**src/hw/rtl/lbnr_pkg.sv**
```systemverilog
// ----------------------------------------------------------------------------
// Letterbox resize map package
// Shared constants, register indexes and types for the letterbox nearest
// neighbor resize map.
// ----------------------------------------------------------------------------
package lbnr_pkg;

  // Frame size of the detector input.
  localparam int OutWidthDef  = 640;
  localparam int OutHeightDef = 640;

  // Configuration register port.
  localparam int CfgIdxW  = 3;
  localparam int CfgDataW = 20;

  typedef enum logic [CfgIdxW-1:0] {
    REG_SCREEN_W  = 3'd0,
    REG_SCREEN_H  = 3'd1,
    REG_RESIZED_W = 3'd2,
    REG_RESIZED_H = 3'd3,
    REG_PAD_X     = 3'd4,
    REG_PAD_Y     = 3'd5,
    REG_INV_SCALE = 3'd6
  } reg_idx_e;

  // Item operation codes.
  typedef enum logic {
    OP_MAP     = 1'b0,
    OP_CONVERT = 1'b1
  } op_e;

  // Field widths.
  localparam int ScreenW  = 14;
  localparam int SizeW    = 10;
  localparam int PadW     = 9;
  localparam int ScaleW   = 20;
  localparam int ScaleFrac = 16;
  localparam int DstW     = 10;
  localparam int SrcW     = 13;
  localparam int IndexW   = 26;
  localparam int ByteW    = 8;
  localparam int NormW    = 16;
  localparam int FrameCmpW = 13;
  localparam int ProdW    = DstW + ScaleW;
  localparam int ScaledW  = ProdW - ScaleFrac;

  // Register reset values.
  localparam logic [ScreenW-1:0] ScreenWRst  = 14'd1920;
  localparam logic [ScreenW-1:0] ScreenHRst  = 14'd1080;
  localparam logic [SizeW-1:0]   ResizedWRst = 10'd640;
  localparam logic [SizeW-1:0]   ResizedHRst = 10'd360;
  localparam logic [PadW-1:0]    PadXRst     = 9'd0;
  localparam logic [PadW-1:0]    PadYRst     = 9'd140;
  localparam logic [ScaleW-1:0]  InvScaleRst = 20'd196608;

  // Gray value used for padding pixels.
  localparam logic [ByteW-1:0] PadValue = 8'd114;

  // Largest source coordinate the output fields can carry.
  localparam logic [SrcW-1:0] SrcMax = '1;

  // Stage one: window check done, offsets from the window origin.
  typedef struct packed {
    op_e                    op;
    logic                   ok;
    logic [DstW-1:0]        ox;
    logic [DstW-1:0]        oy;
    logic [ByteW-1:0]       r;
    logic [ByteW-1:0]       g;
    logic [ByteW-1:0]       b;
  } s1_t;

  // Stage two: offsets scaled to source pixels, not yet clamped.
  typedef struct packed {
    op_e                    op;
    logic                   ok;
    logic [ScaledW-1:0]     px;
    logic [ScaledW-1:0]     py;
    logic [ByteW-1:0]       r;
    logic [ByteW-1:0]       g;
    logic [ByteW-1:0]       b;
  } s2_t;

  // Stage three: clamped source coordinates.
  typedef struct packed {
    op_e                    op;
    logic                   ok;
    logic [SrcW-1:0]        sx;
    logic [SrcW-1:0]        sy;
    logic [ByteW-1:0]       r;
    logic [ByteW-1:0]       g;
    logic [ByteW-1:0]       b;
  } s3_t;

endpackage

```
**src/hw/rtl/letterbox_nearest_resize_map.sv**
```systemverilog
// Throughput: one item per cycle while the output is not stalled. An item
// passes in order through four registered stages (window check, scale
// multiply, clamp, index multiply-add) on its way to the output port.
// Each stage holds its item while the stage after it is full and stalled.
// Reset (rst_ni low, asynchronous) empties the pipeline and loads the
// configuration registers with their default 1920x1080 to 640x360 setup.
// ----------------------------------------------------------------------------
// Letterbox nearest neighbor resize map
// Maps detector frame positions to nearest source pixels and converts pixel
// bytes to Q0.16 RGB values.
// ----------------------------------------------------------------------------
module letterbox_nearest_resize_map #(
  parameter int OUT_WIDTH  = lbnr_pkg::OutWidthDef,
  parameter int OUT_HEIGHT = lbnr_pkg::OutHeightDef
) (
  input  logic                            clk_i,
  input  logic                            rst_ni,
  // Configuration write port.
  input  logic                            cfg_we_i,
  input  logic [lbnr_pkg::CfgIdxW-1:0]    cfg_index_i,
  input  logic [lbnr_pkg::CfgDataW-1:0]   cfg_data_i,
  // Input channel.
  input  logic                            in_valid_i,
  output logic                            in_ready_o,
  input  logic                            op_i,
  input  logic [lbnr_pkg::DstW-1:0]       dst_x_i,
  input  logic [lbnr_pkg::DstW-1:0]       dst_y_i,
  input  logic [lbnr_pkg::ByteW-1:0]      blue_i,
  input  logic [lbnr_pkg::ByteW-1:0]      green_i,
  input  logic [lbnr_pkg::ByteW-1:0]      red_i,
  input  logic                            pad_i,
  // Output channel.
  output logic                            out_valid_o,
  input  logic                            out_ready_i,
  output logic                            inside_res_o,
  output logic [lbnr_pkg::SrcW-1:0]       src_x_o,
  output logic [lbnr_pkg::SrcW-1:0]       src_y_o,
  output logic [lbnr_pkg::IndexW-1:0]     src_index_o,
  output logic [lbnr_pkg::NormW-1:0]      red_norm_o,
  output logic [lbnr_pkg::NormW-1:0]      green_norm_o,
  output logic [lbnr_pkg::NormW-1:0]      blue_norm_o
);
  import lbnr_pkg::*;

  // --------------------------------------------------------------------------
  // Configuration registers, read directly by every stage. The user must
  // change them only while the pipeline is empty; the block does not enforce it.
  // --------------------------------------------------------------------------
  logic [ScreenW-1:0] screen_w_q, screen_h_q;
  logic [SizeW-1:0]   resized_w_q, resized_h_q;
  logic [PadW-1:0]    pad_x_q, pad_y_q;
  logic [ScaleW-1:0]  inv_scale_q;

  always_ff @(posedge clk_i or negedge rst_ni) begin
    if (!rst_ni) begin
      screen_w_q  <= ScreenWRst;
      screen_h_q  <= ScreenHRst;
      resized_w_q <= ResizedWRst;
      resized_h_q <= ResizedHRst;
      pad_x_q     <= PadXRst;
      pad_y_q     <= PadYRst;
      inv_scale_q <= InvScaleRst;
    end else if (cfg_we_i) begin
      unique case (reg_idx_e'(cfg_index_i))
        REG_SCREEN_W:  screen_w_q  <= cfg_data_i[ScreenW-1:0];
        REG_SCREEN_H:  screen_h_q  <= cfg_data_i[ScreenW-1:0];
        REG_RESIZED_W: resized_w_q <= cfg_data_i[SizeW-1:0];
        REG_RESIZED_H: resized_h_q <= cfg_data_i[SizeW-1:0];
        REG_PAD_X:     pad_x_q     <= cfg_data_i[PadW-1:0];
        REG_PAD_Y:     pad_y_q     <= cfg_data_i[PadW-1:0];
        REG_INV_SCALE: inv_scale_q <= cfg_data_i[ScaleW-1:0];
        default: ;  // Unused index: the write is dropped.
      endcase
    end
  end

  // --------------------------------------------------------------------------
  // Pipeline flow control. A stage takes a new item when it is empty or when
  // its current item moves on in the same cycle, so bubbles are squeezed out
  // and a stall at the output holds every item with no empty stage ahead of it.
  // --------------------------------------------------------------------------
  logic v1_q, v2_q, v3_q, v4_q;
  logic rdy1, rdy2, rdy3, rdy4;

  assign rdy4 = !v4_q || out_ready_i;
  assign rdy3 = !v3_q || rdy4;
  assign rdy2 = !v2_q || rdy3;
  assign rdy1 = !v1_q || rdy2;

  assign in_ready_o  = rdy1;
  assign out_valid_o = v4_q;

  always_ff @(posedge clk_i or negedge rst_ni) begin
    if (!rst_ni) begin
      v1_q <= 1'b0;
      v2_q <= 1'b0;
      v3_q <= 1'b0;
      v4_q <= 1'b0;
    end else begin
      if (rdy1) v1_q <= in_valid_i;
      if (rdy2) v2_q <= v1_q;
      if (rdy3) v3_q <= v2_q;
      if (rdy4) v4_q <= v3_q;
    end
  end

  // --------------------------------------------------------------------------
  // Stage 1: window check and offsets. A position counts as inside only when
  // it is inside the frame and inside the scaled window on both axes. Padding
  // pixels take the fixed gray value here.
  // --------------------------------------------------------------------------
  s1_t s1_d, s1_q;
  logic [DstW-1:0] ox, oy;
  logic okx, oky;

  always_comb begin
    ox  = dst_x_i - DstW'(pad_x_q);
    oy  = dst_y_i - DstW'(pad_y_q);
    okx = (FrameCmpW'(dst_x_i) < FrameCmpW'(OUT_WIDTH)) &&
          (dst_x_i >= DstW'(pad_x_q)) && (ox < resized_w_q);
    oky = (FrameCmpW'(dst_y_i) < FrameCmpW'(OUT_HEIGHT)) &&
          (dst_y_i >= DstW'(pad_y_q)) && (oy < resized_h_q);

    s1_d.op = op_e'(op_i);
    s1_d.ok = okx && oky;
    s1_d.ox = ox;
    s1_d.oy = oy;
    if (pad_i) begin
      s1_d.r = PadValue;
      s1_d.g = PadValue;
      s1_d.b = PadValue;
    end else begin
      s1_d.r = red_i;
      s1_d.g = green_i;
      s1_d.b = blue_i;
    end
  end

  always_ff @(posedge clk_i) begin
    if (rdy1 && in_valid_i) s1_q <= s1_d;
  end

  // --------------------------------------------------------------------------
  // Stage 2: offset times the Q4.16 inverse scale, fraction dropped (floor).
  // --------------------------------------------------------------------------
  s2_t s2_d, s2_q;
  logic [ProdW-1:0] prod_x, prod_y;

  always_comb begin
    prod_x  = ProdW'(s1_q.ox) * ProdW'(inv_scale_q);
    prod_y  = ProdW'(s1_q.oy) * ProdW'(inv_scale_q);
    s2_d.op = s1_q.op;
    s2_d.ok = s1_q.ok;
    s2_d.px = prod_x[ProdW-1:ScaleFrac];
    s2_d.py = prod_y[ProdW-1:ScaleFrac];
    s2_d.r  = s1_q.r;
    s2_d.g  = s1_q.g;
    s2_d.b  = s1_q.b;
  end

  always_ff @(posedge clk_i) begin
    if (rdy2 && v1_q) s2_q <= s2_d;
  end

  // --------------------------------------------------------------------------
  // Stage 3: clamp to the last screen pixel, and to the largest value the
  // output field holds. An empty screen clamps to zero.
  // --------------------------------------------------------------------------
  s3_t s3_d, s3_q;
  logic [ScreenW-1:0] wm1, hm1;
  logic [SrcW-1:0]    lim_x, lim_y;

  always_comb begin
    wm1 = screen_w_q - ScreenW'(1);
    hm1 = screen_h_q - ScreenW'(1);
    if (screen_w_q == '0)                 lim_x = '0;
    else if (wm1 > ScreenW'(SrcMax))      lim_x = SrcMax;
    else                                  lim_x = wm1[SrcW-1:0];
    if (screen_h_q == '0)                 lim_y = '0;
    else if (hm1 > ScreenW'(SrcMax))      lim_y = SrcMax;
    else                                  lim_y = hm1[SrcW-1:0];

    s3_d.op = s2_q.op;
    s3_d.ok = s2_q.ok;
    s3_d.sx = (s2_q.px > ScaledW'(lim_x)) ? lim_x : s2_q.px[SrcW-1:0];
    s3_d.sy = (s2_q.py > ScaledW'(lim_y)) ? lim_y : s2_q.py[SrcW-1:0];
    s3_d.r  = s2_q.r;
    s3_d.g  = s2_q.g;
    s3_d.b  = s2_q.b;
  end

  always_ff @(posedge clk_i) begin
    if (rdy3 && v2_q) s3_q <= s3_d;
  end

  // --------------------------------------------------------------------------
  // Stage 4: source index as row times screen width plus column, kept to the
  // field width. Fields of the other operation, and all map fields outside
  // the window, read as zero. v*257 is the byte repeated in both halves.
  // --------------------------------------------------------------------------
  logic               inside_d, inside_q;
  logic [SrcW-1:0]    src_x_d, src_x_q, src_y_d, src_y_q;
  logic [IndexW-1:0]  index_d, index_q;
  logic [NormW-1:0]   rn_d, rn_q, gn_d, gn_q, bn_d, bn_q;

  always_comb begin
    inside_d = (s3_q.op == OP_MAP) && s3_q.ok;
    src_x_d  = inside_d ? s3_q.sx : '0;
    src_y_d  = inside_d ? s3_q.sy : '0;
    index_d  = inside_d ?
               (IndexW'(s3_q.sy) * IndexW'(screen_w_q) + IndexW'(s3_q.sx)) : '0;
    if (s3_q.op == OP_CONVERT) begin
      rn_d = {s3_q.r, s3_q.r};
      gn_d = {s3_q.g, s3_q.g};
      bn_d = {s3_q.b, s3_q.b};
    end else begin
      rn_d = '0;
      gn_d = '0;
      bn_d = '0;
    end
  end

  always_ff @(posedge clk_i) begin
    if (rdy4 && v3_q) begin
      inside_q <= inside_d;
      src_x_q  <= src_x_d;
      src_y_q  <= src_y_d;
      index_q  <= index_d;
      rn_q     <= rn_d;
      gn_q     <= gn_d;
      bn_q     <= bn_d;
    end
  end

  assign inside_res_o = inside_q;
  assign src_x_o      = src_x_q;
  assign src_y_o      = src_y_q;
  assign src_index_o  = index_q;
  assign red_norm_o   = rn_q;
  assign green_norm_o = gn_q;
  assign blue_norm_o  = bn_q;

endmodule

```
**config.mk**
```make
export PLATFORM = sky130hd
export DESIGN_NAME = letterbox_nearest_resize_map
export DESIGN_NICKNAME = d
export VERILOG_FILES = /design/src/hw/rtl/lbnr_pkg.sv /design/src/hw/rtl/letterbox_nearest_resize_map.sv
export SDC_FILE = /design/constraint.sdc
export NUM_CORES = 2
export LEC_CHECK = 0
export ABC_AREA = 0
export BUFFER_PORTS_ARGS = -buffer_cell sky130_fd_sc_hd__clkbuf_2
export CAP_MARGIN = 20
export CELL_PAD_IN_SITES_DETAIL_PLACEMENT = 0
export CELL_PAD_IN_SITES_GLOBAL_PLACEMENT = 1
export CORE_AREA = 2 2 248 250
export DETAILED_ROUTE_END_ITERATION = 12
export DIE_AREA = 0 0 250 252
export PLACE_DENSITY_LB_ADDON = 0.1
export SLEW_MARGIN = 20
export SYNTH_ARGS = -nofsm -noshare
export SYNTH_HDL_FRONTEND = slang
export SYNTH_SLANG_ARGS = --single-unit
```
**constraint.sdc**
```tcl
create_clock -name clk_i -period 13.56 [get_ports clk_i]
set_clock_uncertainty 0.1 [all_clocks]
set_input_delay 2.034 -clock clk_i [delete_from_list [all_inputs] [get_ports clk_i]]
set_output_delay 2.034 -clock clk_i [all_outputs]
set_load 0.01 [all_outputs]
```
==> flow_summary.toml <==
[cts]
clkSlewWorstSetupHoldPaths_ns = 0.06
postCtsSetupRepairBufs = 0
cts_resized = 0
cts_sinks = 319
cts_buffers = 40
clock_path_buffers = 3
cts_tree = "built"
cts-root-buf = "clkbuf_16"
htreeDepth = 2
clock_latency_ns = 0.58
ctsHoldBuffers = 0

[yosys]
synth_fp_nets = 3910
synth_cells = 3132
synth_cell_types = 69
yosysTopAreaCell = "fa_1"
synthTopCellsByArea = "fa_1, edfxtp_1, ha_1, and2_1, inv_1"
synth_area_um2 = 32200
ys_ff_latch = 319
ys_warn_count = 0
synth-edff-count = 229
synth_compound_area_frac = 0.0559
synthMuxAreaShare = 0.0271
synth_fa_ha_area_frac = 0.373
synthXorXnorAreaFrac = 0.0231
async_flop_share = 0.282
synthSimpleGateAreaFrac = 0.150
syn_avg_cell_area_um2 = 10.3
seq_area_frac_synth = 0.284
ys.flop_type = "edfxtp_1"
synth_top_area_frac = 0.264
synth_top_family_by_area = "adder cells"

[floorplanning]
dieWidth_um = 250
coreArea_um2 = 60100
num_io_pins = 177
die_h_um = 252
rows = 90
start_util = 0.535
fp.dieArea_um2 = 63000

[sta]
worst_pin_slew_ns = 0.987
fmax_ghz = 0.154
post-route-period-util = 0.480
fin_crit_ns = 6.51
hold_viol_final = 0
relSlewSlack = 0.342
setup_viol = 0
setup_tns_ns = 0
rsz0062_at_grt = "false"
slew_viol_final = 0

[critical_path]
cp_slowest_stage_delay_ns = 0.59
crit_type = "flip-flop to flip-flop"
required_ns = 13.76
cpLargestDelayFamily = "adder cells"
crit_chain = "and2_1 > fa_1 > inv_1 > fa_1 > inv_1 > fa_1 > inv_1 > fa_1 > inv_1 > fa_1 > inv_1 > fa_1 > inv_1 > ha_1 > a21o_1 > or2_2 > o211ai_1 > o21a_1 > nor2b_1 > a41oi_1 > xor2_1 > nor2_1"
crit_arrival_ns = 6.71
r2r-start = "screen_w_q[6]"
crit_buf_inv = 6
critPathCaptureType = "flip-flop"
startpoint = "screen_w_q[6]"
slowest_stage = "dfrtp_1"
path_max_fanout = 18
worstSetupStartpointType = "flip-flop"
regToRegEndpoint = "src_index_o[19]"
r2r_setup_slack_ns = 7.05
reg2reg_depth = 22

[hold_path]
holdPathStages = 0
hold_start = "s1_q[21]"
worstHoldEndpoint = "s2_q[21]"
holdCritPathClass = "flip-flop to flip-flop"

[placed_design]
gp_congestion = 0.854
numPortBuffers = 176
hpwlAfterDp_um = 58900

[route]
drt-pass1-iter-count = 6
wl_per_cell_um = 18.8
ant_nets = 0
avgViaCountPerCell = 5.33
routed_wl_um = 75600
drtIter0Drc = 1008
drc_errors = 0
vias = 21500

[final_layout]
final_nets = 3989
syn2layout_area_growth_pct = 8.09
layout-drive-gt1-share = 0.115
diodes = 0

[grt]
grt_max_degree = 78
grt_first_pass_wirelength_um = 123000
grt_use_total = 0.247
antenna_found_initial = 2
overflow = 0
grt_pass1_vias = 23100

[outcome]
status = "finished, final reports clean"

[run]
max_cap_viol_count = 0
==> cells in the final DEF (no fill, tap or decap), drive strengths merged, types with 16 or more instances in the layout <==
cell type / n
and2: 335
a21oi: 64
nand3: 19
fa: 424
a21o: 51
or2: 18
dfrtp: 71
nand4: 16
dfstp: 19
xor2: 29
nor3: 22
mux2: 65
edfxtp: 229
buf: 26
inv: 554
o21ai: 85
nor2: 77
nand2: 374
nor2b: 26
ha: 280
xnor2: 54
clkbuf: 230
==> cell usage after synthesis, drive strengths merged, types with 6 or more instances <==
cell type	instances
mux2	65
nand2	374
dfstp	19
o21a	9
and3	7
a21o	51
ha	280
dfrtp	71
o21ai	85
xnor2	54
xor2	29
mux2i	14
buf	29
nand2b	14
nor2	77
nand4	16
nor2b	26
a21oi	64
and4	7
inv	552
or2	18
o21bai	7
fa	424
nand3	19
nor3	22
a31oi	8
and2	335
a21boi	6
clkbuf	135
a211oi	12
nor4	8
edfxtp	229
==> cells by family (layout without fill, tap and decap cells) <==
logic type	Yosys count	count (layout)
adders and majority gates	704	704
xor gates and xnor gates	83	83
and+or+nand+nor	947	947
buffers and inverters	716	825
AOI/OAI and AO/OA	284	284
DFF	319	319
muxes	79	79
==> registers in the layout, summed over array words and instances, names as in the netlist, 9 cells and up <==
register,cells
inv_scale_q,20
src_y_o,13
s2_q,54
src_index_o,26
screen_h_q,14
s1_q,46
resized_w_q,10
s3_q,52
pad_y_q,9
src_x_o,13
pad_x_q,9
resized_h_q,10
screen_w_q,14
==> final cells by class <==
type                       instances  area (um^2)
clock buffer                      55         1070
clock inverter                    17          168
fill                            5209        25400
inverter                         552         2070
multi-input combinational       2097        20300
sequential                       319         9150
tap                              782          978
timing repair buffer             201         1070
==> per-stage QoR <==
| stage | setup WS, ns | utilization | hold slack [ns] | instance area, um^2 | std cells |
|---|---|---|---|---|---|
| 2_1_floorplan | 7.40 | - | 0.300 | 32200 | 3132 |
| 3_3_place_gp | 7.09 | 0.558 | 0.300 | 33500 | 3951 |
| 3_5_place_dp | 7.05 | 0.558 | 0.305 | 33500 | 3951 |
| 4_1_cts | 7.05 | 0.578 | 0.317 | 34800 | 4023 |
| 5_1_grt | 6.80 | 0.578 | 0.323 | 34800 | 4023 |
| 6_report | 7.05 | 0.578 | 0.316 | 34800 | 4023 |
==> metal layers <==
layer,share of wire,global-route usage
met1,0.43,0.319
met5,0,0
met3,0.040,0.0306
met2,0.50,0.436
met4,0.031,0.0806
==> how the worst max path moves through the flow <==
| stage | endpoint | slack [ns] | depth (start not counted) |
|---|---|---|---|
| detailed placement | src_index_o[24] | 7.05 | 18 |
| finish | src_index_o[19] | 7.05 | 22 |
| floorplan | blue_norm_o[10] | 7.40 | 2 |
| global placement | src_index_o[24] | 7.09 | 18 |
| CTS | src_index_o[24] | 7.05 | 18 |
| global route | src_index_o[19] | 6.80 | 22 |
Power is left out: the tool's default activity adds up to more than one toggle a clock period on the data nets, which glitch-free logic cannot reach.
